**config.mk**
```make
export PLATFORM = sky130hd
export DESIGN_NAME = amm_gain_mem
export DESIGN_NICKNAME = d
export VERILOG_FILES = /design/src/rtl/amm_pkg.sv /design/src/rtl/amm_gain_mem.sv
export SDC_FILE = /design/constraint.sdc
export NUM_CORES = 2
export LEC_CHECK = 0
export CORE_MARGIN = 1.5
export CORE_UTILIZATION = 45
export CTS_CLUSTER_DIAMETER = 200
export DETAILED_ROUTE_END_ITERATION = 12
export DONT_BUFFER_PORTS = 1
export PLACE_DENSITY = 0.56
export SYNTH_ARGS = -nofsm -noshare
export SYNTH_HDL_FRONTEND = slang
export SYNTH_SLANG_ARGS = --single-unit
```
**constraint.sdc**
```tcl
create_clock -name clock -period 11.4 [get_ports clock]
set_input_delay 1.14 -clock clock [delete_from_list [all_inputs] [get_ports clock]]
set_output_delay 1.14 -clock clock [all_outputs]
set_load 0.01 [all_outputs]
```
**src/rtl/amm_pkg.sv**
```systemverilog
// Shared types and constants for the audio matrix mixer.
// Used by every module of the mixer; depends on nothing else.
`default_nettype none
package amm_pkg;
   localparam int MaxInputsDefault  = 8;
   localparam int MaxOutputsDefault = 8;
   localparam int AccCount          = 8;
   localparam int MaxLog2           = 10;

   localparam logic [1:0] KIND_SAMPLE = 2'd0;
   localparam logic [1:0] KIND_GAIN   = 2'd1;
   localparam logic [1:0] KIND_CLEAR  = 2'd2;

   typedef struct packed {
      logic signed [19:0] gain_cur;
      logic signed [19:0] gain_old;
   } gain_pair_type;

   typedef struct packed {
      logic       valid;
      logic [2:0] oidx;
   } mac_op_type;
endpackage
`default_nettype wire

```
**src/rtl/amm_gain_mem.sv**
```systemverilog
// Gain matrix memory holding the current and ramp-start gain of each pair.
// Uses the pair type from amm_pkg.
`default_nettype none
module amm_gain_mem #(
   parameter int DEPTH = 64,
   parameter int AW    = 6
) (
   input  wire                   clock,
   input  wire                   rd_en,
   input  wire [AW-1:0]          rd_addr,
   output amm_pkg::gain_pair_type rd_data,
   input  wire                   wr_en,
   input  wire [AW-1:0]          wr_addr,
   input  amm_pkg::gain_pair_type wr_data
);
   amm_pkg::gain_pair_type mem_ff [DEPTH];
   amm_pkg::gain_pair_type rd_data_ff;

   always_ff @(posedge clock) begin
      if (wr_en) begin
         mem_ff[wr_addr] <= wr_data;
      end
      if (rd_en) begin
         rd_data_ff <= mem_ff[rd_addr];
      end
   end

   assign rd_data = rd_data_ff;
endmodule
`default_nettype wire

```
# Word-level counts from Yosys, hierarchy flattened
# Memory sizes are Yosys's and may differ from the RTL's. A register that Yosys moved wholly into a read port is not among the register bits.
# Cells that the tools add are included.
[classes]
n_mux = 2
[op_table]
columns = ["cell", "count"]
rows = [
  ["1-bit two-way mux", 2],
]
[word_totals]
register_bits = 0
mem_bits_rw = 2560
in_bits = 55
out_inout_bits = 40
wordCells = 3
memories = 1
[memory_table]
columns = ["name", "words", "word_bits", "rd", "rd_ports_with_merged_regs", "wr", "line_no", "rtl"]
rows = [
  ["mem_ff", 64, 40, 1, 1, 1, "amm_gain_mem.sv:16", "amm_pkg::gain_pair_type mem_ff [DEPTH];"],
]

# Longest topological paths before layout
[depth]
word_depth = 2
ltp_mapped = 9
depth_no_buf = 5

# Worst setup path before layout
# OpenSTA, ideal clock, no wires.
[synth_path]
path_kind = "input -> register"
from = "in wr_addr[3]"
to = "mem mem_ff[48][0] (netlist name) (enable)"
setup_time_ps = 487
arrival_ps = 4376
t_required_ps = 10913
path_slack_ps = 6538
path_stages = 4
cell_sequence = "clkbuf_1 > nor2b_1 > nand4b_1 > nor3_1"
[synth_lines]
columns = ["element", "line_no", "rtl"]
rows = [
  ["start, declared", "amm_gain_mem.sv:13", "input wire [AW-1:0] wr_addr,"],
  ["end, declared", "amm_gain_mem.sv:16", ""],
]
# No word-level cell before the write port.

==> results.yml <==
status:
  status: "finished, violations left"
  violations: "slew limit"
synth:
  yosys_warnings: 0
  synthFlopType: "edfxtp_1"
  netlist_top_cells_count: "edfxtp_1 (2,600), mux4_2 (608), o22ai_1 (143)"
  syn-num-nets: 4250
  synth_top_area_share_pct: 79.5
  synth_simple_gate_area_share_pct: 1.07
  synth_edf_count: 2600
  synth_top_family_by_area: "multiplexers"
  synth_largest_area_cell: "edfxtp_1"
  synth.area.mux_share_pct: 15.5
  syn_area_um2: 98200
  synth_xor_area_share_pct: 0
  ys_seq_area_share_pct: 79.5
  synth_cell_types: 35
  synth-compound-area-share_pct: 2.67
  syn_area_per_cell_um2: 23.4
  synthCells: 4195
  synthAdderAreaFrac_pct: 0
  synth_area_leaders: "edfxtp_1 (79%), mux4_2 (14%), mux2i_1 (1.2%)"
  synth.most_common_cell: "edfxtp_1"
  synthArstFlopShare_pct: 0
  synth.ff_latch_count: 2600
pwr:
  power.total_uw: 19800
  power_density_nw_per_um2: 180
  leakage_uw: 0.0338
  ir_worst_vdd_mv: 0.161
worst_hold_path:
  hold_end: "mem_ff[33][2]"
  hold_class: "input pin to flip-flop"
  min_from: "wr_data[2]"
  min_path_cells: 0
clocking:
  postCtsHoldBufs: 0
  post_cts_buffers: 0
  cts_tree: "built"
  cts_buffer_depth: 4
  cts.htree.levels: 5
  cts_resized: 0
  path_clk_slew_ps: 60
  insertion_delay_ps: 930
  cts-root-buf: "clkbuf_16"
  cts_buffers: 281
  clock-sinks: 2600
global_route:
  grt_pass1_wl_um: 356000
  overflow: 0
  grt_util_all_layers_pct: 22.8
  grt_pass1_vias: 46380
  grt_max_degree: 593
  antenna_found_initial: 5
critical_path:
  regToRegEndpoint: "rd_data[32]"
  cp-end-kind: "flip-flop"
  rr_worst_depth: 4
  startpoint_type: "input pin"
  cp_num_buf_inv: 2
  r2r_start: "mem_ff[30][32]"
  reg2reg_slack_ps: 8840
  crit_path_max_fanout: 190
  arrival_ps: 4850
  crit_path_cell_trace: "buf_16, buf_16, mux4_2, o22ai_1, nor4_1, o22a_1"
  worstSetupPathType: "input pin to flip-flop"
  slowest_stage: "nor4_1"
  crit_family: "buffers and inverters"
  crit_top_cell: "buf_16"
  required_ps: 12180
  max_stage_delay_ps: 1160
place:
  port-buffer-count: 0
  dp_cells: 6905
  gp_congestion: 0.761
  dp_hpwl_um: 126000
timing:
  hold_viol: 0
  rsz0062_at_grt: "false"
  min_period_over_period_pct: 35.8
  finalSetupViolCount: 0
  clock_skew_ps: 45.5
  slew_violations: 149
  worst_pin_slew_ps: 1950
  fin_crit_ps: 4080
  maxSlewHeadroom_pct: -30.3
  max_freq_mhz: 245
  fin_tns_setup_ps: 0
route:
  drc: 0
  vias: 45361
  routed_wl_um: 253000
  ant_nets: 0
  vias_per_cell: 6.15
  dr.pass1.iters: 5
  post_drt_wl_per_cell_um: 34.3
  drt_iter0_drc: 5349
floorplan:
  dieArea_um2: 221000
  core_um2: 217000
  io_pins: 95
  initial_core_util_pct: 45.3
  die_h_um: 470
  die_w_um: 470
  num_rows: 171
run:
  drv_cap: 0
layout:
  drive_gt1_share_pct: 26.0
  fin_nets: 4396
  fin_cells: 7381
  area_growth_pct: 12.4
  fillCellCount: 16939
## cell type report
type	count	area, µm²	area share (%)
tap	2854	3570	3.23
multi-input combinational	1357	19500	17.6
timing repair buffer	101	898	0.813
antenna	1	2.50	0.00227
clock inverter	115	918	0.832
sequential	2600	78100	70.7
clock buffer	353	7490	6.79
## worst max path at each step
stage               startpoint            end  cells after the start
detailed placement  rd_addr[2]    rd_data[25]                      7
global placement    rd_addr[2]    rd_data[22]                      5
finish              rd_addr[1]    rd_data[24]                      6
CTS                 rd_addr[2]    rd_data[25]                      7
floorplan           wr_addr[3]  mem_ff[48][0]                      4
global route        rd_addr[0]     rd_data[3]                      7
## per-layer routing
| layer | vias up | GRT usage, % | routed length [µm] |
|---|---|---|---|
| met1 | 24946 | 32.4 | 106000 |
| met5 | - | 0 | 0 |
| li1 | 18413 | - | - |
| met4 | 0 | 7.56 | 8370 |
| met3 | 380 | 3.82 | 16900 |
| met2 | 1622 | 36.1 | 122000 |
## per-stage QoR
step / worst slack [ps] / util (%) / hold WS, ps / cell area [µm²]
2_1_floorplan: 6540 / - / 838 / 98200
4_1_cts: 7960 / 50.8 / 258 / 110000
3_5_place_dp: 6990 / 46.9 / 894 / 102000
3_3_place_gp: 6370 / 46.9 / 891 / 102000
6_report: 7320 / 50.9 / 320 / 110000
5_1_grt: 7250 / 50.9 / 272 / 110000
## cell usage in the layout (no fill, tap or decap), types with 11 or more instances in the layout
master,netlist,layout
edfxtp_1,2600,2600
mux4_2,608,608
clkbuf_16,0,290
o22ai_1,143,143
mux2i_1,113,113
buf_4,49,94
a21oi_1,68,68
clkbuf_1,80,63
nor2_4,0,62
clkinv_1,0,59
o221ai_1,42,42
mux2_2,38,38
nor2_1,97,35
a221oi_1,34,34
clkinv_2,0,31
o22a_1,26,26
nor4_1,34,23
nand2_1,19,18
a22oi_1,18,18
a22o_1,16,16
nor2b_1,16,15
bufinv_16,0,15
o21ai_1,14,14
nor4_2,0,11
nand2b_1,13,11
## where the power goes
| part | switching (µW) | leakage, µW | internal, µW |
|---|---|---|---|
| Combinational | 363 | 0.00628 | 315 |
| Clock | 3560 | 0.00411 | 4960 |
| Sequential | 40.6 | 0.0234 | 10600 |
## cell families after synthesis
kind of cell,Yosys count
flip-flops,2600
buffers and inverters,238
multiplexers,759
AO/OA/AOI/OAI,383
AND/OR/NAND/NOR,215
## registers in the layout (all words and copies together), names as in the netlist
signal and count:
rd_data 40, mem_ff 2560
(Power assumes the default switching activity.)
