### src/rtl/amm_pkg.sv
// Shared types and constants for the audio matrix mixer.
// Used by every module of the mixer; depends on nothing else.
`default_nettype none
package amm_pkg;
   localparam int MaxInputsDefault  = 8;
   localparam int MaxOutputsDefault = 8;
   localparam int AccCount          = 8;
   localparam int MaxLog2           = 10;

   localparam logic [1:0] KIND_SAMPLE = 2'd0;
   localparam logic [1:0] KIND_GAIN   = 2'd1;
   localparam logic [1:0] KIND_CLEAR  = 2'd2;

   typedef struct packed {
      logic signed [19:0] gain_cur;
      logic signed [19:0] gain_old;
   } gain_pair_type;

   typedef struct packed {
      logic       valid;
      logic [2:0] oidx;
   } mac_op_type;
endpackage
`default_nettype wire

### src/rtl/amm_mac.sv
// Gain ramp, multiply and accumulate pipeline with the output accumulators.
// Uses types from amm_pkg; fed by the gain memory read data.
`default_nettype none
module amm_mac (
   input  wire                    clock,
   input  wire                    reset,
   input  amm_pkg::mac_op_type    op_in,
   input  amm_pkg::gain_pair_type gain,
   input  wire signed [23:0]      sample,
   input  wire                    interp,
   input  wire [10:0]             factor,
   input  wire [3:0]              shift,
   input  wire                    clear_all,
   input  wire [2:0]              rd_idx,
   output logic signed [23:0]     rd_result,
   output logic                   busy
);
   amm_pkg::mac_op_type op_a_ff;
   logic              b_v_ff, b_v_in, c_v_ff, d_v_ff;
   logic [2:0]        b_o_ff, c_o_ff, d_o_ff;
   logic signed [32:0] b_prod_ff, b_prod_in;
   logic signed [19:0] b_cur_ff, b_old_ff;
   logic signed [20:0] diff, c_g_ff, c_g_in;
   logic signed [32:0] shifted, g_full;
   logic signed [44:0] d_p_ff, d_p_in;
   logic signed [47:0] acc_ff [amm_pkg::AccCount];
   logic signed [48:0] sum, rnd;
   logic signed [47:0] sum_sat;
   logic signed [32:0] rnd_hi;

   always_comb begin
      diff = {gain.gain_cur[19], gain.gain_cur} - {gain.gain_old[19], gain.gain_old};
      b_prod_in = 33'(diff) * 33'($signed({1'b0, factor}));
      b_v_in = op_a_ff.valid && (gain.gain_cur != 20'sd0);
      shifted = b_prod_ff >>> shift;
      g_full = 33'(b_old_ff) + shifted;
      c_g_in = interp ? g_full[20:0] : 21'(b_cur_ff);
      d_p_in = 45'(c_g_ff) * 45'(sample);
      sum = 49'(acc_ff[d_o_ff]) + 49'(d_p_ff);
      if (sum[48] != sum[47]) begin
         sum_sat = sum[48] ? {1'b1, 47'd0} : {1'b0, {47{1'b1}}};
      end else begin
         sum_sat = sum[47:0];
      end
      rnd = 49'(acc_ff[rd_idx]) + 49'sd32768;
      rnd_hi = rnd[48:16];
      if (rnd_hi > 33'sd8388607) begin
         rd_result = 24'sh7FFFFF;
      end else if (rnd_hi < -33'sd8388608) begin
         rd_result = 24'sh800000;
      end else begin
         rd_result = rnd_hi[23:0];
      end
      busy = op_a_ff.valid || b_v_ff || c_v_ff || d_v_ff;
   end

   always_ff @(posedge clock) begin
      if (reset) begin
         op_a_ff <= '0;
         b_v_ff  <= 1'b0;
         c_v_ff  <= 1'b0;
         d_v_ff  <= 1'b0;
         for (int i = 0; i < amm_pkg::AccCount; i++) begin
            acc_ff[i] <= '0;
         end
      end else begin
         op_a_ff <= op_in;
         b_v_ff  <= b_v_in;
         c_v_ff  <= b_v_ff;
         d_v_ff  <= c_v_ff;
         if (clear_all) begin
            for (int i = 0; i < amm_pkg::AccCount; i++) begin
               acc_ff[i] <= '0;
            end
         end else if (d_v_ff) begin
            acc_ff[d_o_ff] <= sum_sat;
         end
      end
      b_o_ff    <= op_a_ff.oidx;
      b_prod_ff <= b_prod_in;
      b_cur_ff  <= gain.gain_cur;
      b_old_ff  <= gain.gain_old;
      c_o_ff    <= b_o_ff;
      c_g_ff    <= c_g_in;
      d_o_ff    <= c_o_ff;
      d_p_ff    <= d_p_in;
   end
endmodule
`default_nettype wire

### config.mk
export PLATFORM = sky130hd
export DESIGN_NAME = amm_mac
export DESIGN_NICKNAME = d
export VERILOG_FILES = /design/src/rtl/amm_pkg.sv /design/src/rtl/amm_mac.sv
export SDC_FILE = /design/constraint.sdc
export NUM_CORES = 2
export LEC_CHECK = 0
export BUFFER_PORTS_ARGS = -buffer_cell sky130_fd_sc_hd__buf_2
export CORE_UTILIZATION = 59
export DETAILED_ROUTE_END_ITERATION = 8
export PLACE_DENSITY_LB_ADDON = 0.3
export SYNTH_ARGS = -nofsm -noshare
export SYNTH_HDL_FRONTEND = slang
export SYNTH_SLANG_ARGS = --single-unit
### constraint.sdc
create_clock -name clock -period 8.4 [get_ports clock]
set_clock_uncertainty 0.05 [all_clocks]
set_input_delay 1.26 -clock clock [delete_from_list [all_inputs] [get_ports clock]]
set_output_delay 1.26 -clock clock [all_outputs]
set_load 0.01 [all_outputs]
# [Word level (Yosys, flattened, before mapping)]
# Memory sizes are Yosys's and may differ from the RTL's. A register that Yosys moved wholly into a read port is not among the register bits.
# Cells that the tools add are included.
[totals] regBits=155 mem_bits_rw=384 inputBits=90 output_inout_bits=25 elab_cells=63 mem_count=1
[memory_table] memory="acc_ff" depth=8 word_bits=48 read_ports=2 rd_ports_with_merged_regs=1 wr=8 line="amm_mac.sv:26" text="logic signed [47:0] acc_ff [amm_pkg::AccCount];"
[classes] n_addsub=4 multipliers=2 order_cmp=2 n_eq_ne=1 shifts=1 mux=25 bitwise_logic=8 n_reduce_logical=6
[op_table] operator="two-way mux 48 bit" count=11
[op_table] operator="adder 48 x 17 -> 49 bit (second input constant)" count=1
[op_table] operator="adder 48 x 45 -> 49 bit" count=1
[op_table] operator="two-way mux 24 bit" count=2
[op_table] operator="OR reduction 48 bit" count=1
[op_table] operator="multiplier 21 x 24 -> 45 bit" count=1
[op_table] operator="greater-than comparator 33 x 24 -> 1 bit (second input constant)" count=1
[op_table] operator="less-than comparator 33 x 24 -> 1 bit (second input constant)" count=1
[op_table] operator="multiplier 21 x 12 -> 33 bit" count=1
[op_table] operator=">>> shifter 33 x 4 -> 21 bit" count=1
[op_table] operator="adder 20 x 21 -> 21 bit" count=1
[op_table] operator="two-way mux 21 bit" count=1
[op_table] operator="subtractor 20 x 20 -> 21 bit" count=1
[op_table] operator="nonzero test 20 bit" count=1
[op_table] operator="two-way mux 1 bit" count=10
[op_table] operator="bitwise OR 1 bit" count=8
[op_table] operator="logical OR 1 bit" count=3
[op_table] operator="two-way mux 3 bit" count=1
[op_table] operator="logical AND 1 bit" count=1
[op_table] operator="inequality test 1 bit" count=1

# [Longest topological paths before layout]
[depth] ltp_word=6 ltp_mapped=32 depth_no_buf=31

# [Worst setup path before layout]
# No wires, ideal clock.
[synth_path] path_type="input -> register" from="input port gain[1] (netlist bit)" to="register b_prod_ff[31]" setup_ns=0.062 arrival_ns=8.249 required_ns=8.288 setup_slack_ns=0.038 stages=30 n_path_buf=1 path_cell_list="inv_1 ha_1 nor2b_1 o31a_1 o311ai_0 a21oi_1 o211ai_1 o2111ai_1 a31o_2 a21oi_1 xnor2_1 clkbuf_1 nand2_1 fa_1 inv_1 fa_1 fa_1 fa_1 inv_1 fa_1 inv_1 ha_1 a21oi_1 o21bai_1 a21oi_1 o211ai_1 a41oi_1 o21ai_0 or4b_2 nand3_1"
[synth_between] elab_chain_cells=2
[synth_rtl] item="start: declaration" line="amm_mac.sv:8" text="input amm_pkg::gain_pair_type gain,"
[synth_rtl] item="subtractor 20 x 20 -> 21 bit" line="amm_mac.sv:32" text="diff = {gain.gain_cur[19], gain.gain_cur} - {gain.gain_old[19], gain.gain_old};"
[synth_rtl] item="multiplier 21 x 12 -> 33 bit" line="amm_mac.sv:33" text="b_prod_in = 33'(diff) * 33'($signed({1'b0, factor}));"
[synth_rtl] item="named net b_prod_in[31]" line="amm_mac.sv:21" text="logic signed [32:0] b_prod_ff, b_prod_in;"
[synth_rtl] item="end signal: assignment" line="amm_mac.sv:80" text="b_prod_ff <= b_prod_in;"
[synth_rtl] item="end: declaration" line="amm_mac.sv:21"
# The timed path passes the listed nets, and every way through them passes these cells.
# A chain may end at the register's enable or synchronous reset.

# [Worst setup path after layout]
[layout_path] from="input port gain[20] (netlist bit)" to="register b_prod_ff[24]"
# Same word-level chain as after synthesis.

==> key figures <==
STA
  – Final Hold Fails: 0
  – Setup violations, final: 0
  – Post-route setup slack: about 0.41 ns
  – Final period utilization: 95.2%
  – Worst-margin pin slew: 1.16 ns
  – Fmax: 125 MHz
  – Setup_tns: 0 ns
  – RSZ-0062 raised after global routing: no
  – Final min period: 7.99 ns
  – Fin. max-slew vios: 0
  – Slew margin rel.: 22.9%

Clocking
  – H-tree depth: 2
  – CTS max path bufs: 3
  – Worst-path clk slew: 0.06 ns
  – CTS root buf: clkbuf_16
  – Cts bufs inserted: 61
  – Cts hold-fix bufs: 0
  – Clk sink count: roughly 540
  – CTS tree: done
  – Clock Latency Late Sink: 0.69 ns

Flow run
  – Maxcap violations: 0

Logic synthesis
  – Ys async rst share: 0%
  – Syn Area/Cell: 9.97 um^2
  – Seq cells post-synth: 539
  – Post-synth EDFFs: 384
  – XOR/XNOR share of the synthesized area: 2.90%
  – Post-Synth Adder-Cell Area: about 33%
  – Post-Syn Instances: approximately 5.5k
  – Cell area after synthesis: 55000 um^2
  – Compound-cell area share of the yosys netlist: 11.7%
  – Ys Warns: 0
  – Largest family of logic cells by synthesized area: adder cells
  – Synth Area in Simple Gates: about 12%
  – Mux cell area share after synthesis: 5.28%
  – Ys flop type: edfxtp_1
  – Synth Net Count: 6608
  – Yosys cell types: 95
  – Sequential fraction of the synthesis area: roughly a quarter

Die
  – Initial Utilization: 59.8%
  – DIE WIDTH: 307 um
  – Core footprint: 91900 um^2
  – Die extent in y: 307 um
  – Row count: 111
  – Die area: 94400 um^2
  – I/O Pins: 115

Cells and area
  – Area Overhead vs Synth: 8.59%
  – Layout cells sized above 1: 10.7%
  – Design area: 59700 um^2
  – NumNets Final: 6701

Drt
  – Initial DRT Pass Iterations: 8
  – Vias/cell: 6.12
  – Remaining DRCs: 0
  – Detailed Route Iter0 Violations: roughly 5k
  – Routed len/inst: around 23 um
  – Wirelength, routed: 156 mm
  – DRT antenna net count: 0
  – Via Count: 42.3k

Critical path
  – Critical Path Fanout Max: 8
  – CP max-delay cell: xnor2_1
  – CP Launch Type: input port
  – Max stage delay on crit path: 0.81 ns
  – Worst setup EP type: flop
  – Critical path type: input port to flop
  – Data arrival, critical path: 8.48 ns
  – Worst Path Required: 8.88 ns

Global route
  – Met3 usage: around 8.9%
  – Initial antenna violation count: 7
  – Vias in the first global route: 44.0k
  – Met2 Track Usage GR: 53.5%
  – GRT Total Usage: 34.0%
  – GRT busiest layer: met2
  – Overflow after GRT: 0
  – Grt met1 use: 45.0%
  – First-pass GRT wire length: 247 mm
  – Largest net degree at the start of global routing: 44

Status
  – Status: finished clean

Placed design
  – HPWL Detailed: 113 mm
  – Placement Setup Slack: -0.658 ns
  – # port buffers: ~110
  – Final weighted congestion in routability-driven placement: 0.932
  – Placed instance area: 57500 um^2

Min path
  – Tightest Hold Check Type: flop to flop
==> critical path, delay by kind of cell <==
| kind | cells | cell delay, ns |
|---|---|---|
| AO/OA/AOI/OAI | 8 | 1.52 |
| XOR/XNOR | 2 | 0.92 |
| adder cells (fa/ha/maj) | 7 | 2.85 |
| buffers and inverters | 10 | 1.21 |
| AND/OR/NAND/NOR | 6 | 0.71 |
==> cells by family after synthesis <==
logic type               count (synthesis)
XOR/XNOR                               182
multiplexers                           176
flip-flops                             539
adder cells (fa/ha/maj)               1001
AO/OA/AOI/OAI                         1039
AND/OR/NAND/NOR                       1341
buffers and inverters                 1239
==> layout by cell type (no fill, tap or decap), types with 20 or more instances in the layout <==
cell type	netlist	layout
inv_1	937	937
xor2_1	59	59
nor2b_1	40	40
a21o_1	55	55
ha_1	278	278
nor3_1	39	38
nand2b_1	32	32
clkbuf_16	0	62
mux2_2	26	26
a21oi_2	20	20
fa_1	723	723
buf_4	8	216
dfxtp_1	155	155
a21oi_1	164	164
xnor2_1	123	120
buf_2	4	113
o21ai_0	407	405
edfxtp_1	384	384
a22oi_1	196	196
nand2_1	557	549
nor2_1	187	186
mux2i_1	66	65
and2_1	268	268
nand4_1	58	58
nand3_1	52	51
o21a_1	33	33
o21ai_1	32	34
mux4_2	65	65
==> metrics by stage <==
stage | instances | utilization (%) | hold WS [ns]
after floorplan | 5517 | - | 0.260
after global placement | 6787 | 62.6 | 0.263
after detailed placement | 6787 | 62.6 | 0.265
after CTS | 6898 | 64.8 | 0.281
after global routing | 6904 | 64.9 | 0.283
final | 6905 | 64.9 | 0.278
==> registers in the layout, indices dropped and copies added (netlist names), 3 cells and up <==
signal	flops
c_o_ff	3
c_g_ff	21
b_o_ff	3
b_old_ff	20
d_p_ff	45
acc_ff	384
d_o_ff	3
b_prod_ff	33
op_a_ff	4
b_cur_ff	20
==> per-layer routing <==
metal	up-vias	part of all wire [%]
met1	20703	38
met3	519	13
met2	2632	45
met5	-	0.025
met4	6	4.7
li1	18393	-
==> Yosys cell counts (8+ instances only) <==
cell type / instances / area share, %
nor4_1: 10 / 0.11
nor2_1: 187 / 1.3
mux2_2: 26 / 0.53
mux4_1: 18 / 0.86
nand2_1: 557 / 3.8
nand4_1: 58 / 0.66
dfxtp_1: 155 / 5.6
buf_1: 21 / 0.14
or3_1: 14 / 0.16
nand2b_1: 32 / 0.36
buf_6: 9 / 0.18
o21bai_1: 18 / 0.25
fa_1: 723 / 26
ha_1: 278 / 6.3
mux4_2: 65 / 2.7
o21a_1: 33 / 0.45
o211ai_1: 13 / 0.18
a21oi_2: 20 / 0.32
nor3_1: 39 / 0.36
nand3_1: 52 / 0.47
xor2_1: 59 / 0.94
a22oi_1: 196 / 2.7
a21o_1: 55 / 0.75
a211oi_1: 18 / 0.25
buf_4: 8 / 0.11
or2_2: 9 / 0.10
o21ai_1: 32 / 0.29
a31oi_1: 10 / 0.11
edfxtp_1: 384 / 21
clkbuf_1: 249 / 1.7
and3_1: 19 / 0.22
nand3b_1: 10 / 0.14
nor2b_1: 40 / 0.46
a21oi_1: 164 / 1.5
o31ai_1: 8 / 0.11
inv_1: 937 / 6.4
o21ai_0: 407 / 3.7
xnor2_1: 123 / 2.0
and2_1: 268 / 3.0
mux2i_1: 66 / 1.2
==> timing repair <==
action	CTS	global route
pin swaps	0	5
endpoints found under the hold margin	0	0
setup endpoints to repair	1	6
buffers inserted	0	3
resized for setup	1	11
==> worst paths after layout <==
kind / from / end / slack (ns) / depth (start not counted)
setup / recovery: gain[20] / b_prod_ff[24] / 0.41 / 33
hold / removal: op_a_ff[2] / b_o_ff[2] / 0.28 / 0
setup reg to reg: c_g_ff[6] / d_p_ff[41] / 0.59 / 23
hold reg to reg: op_a_ff[2] / b_o_ff[2] / 0.28 / 0
==> final cells by class <==
type	count	area, um^2
Multi-Input combinational cell	3739	35700
Antenna cell	4	10.0
Clock inverter	28	380
Fill cell	7322	32200
Tap cell	1243	1560
Clock buffer	83	1710
Inverter	938	3520
Timing Repair Buffer	331	2230
Sequential cell	539	14600
Power is left out: the tool's default activity adds up to more than one toggle a clock period on the data nets, which glitch-free logic cannot reach.
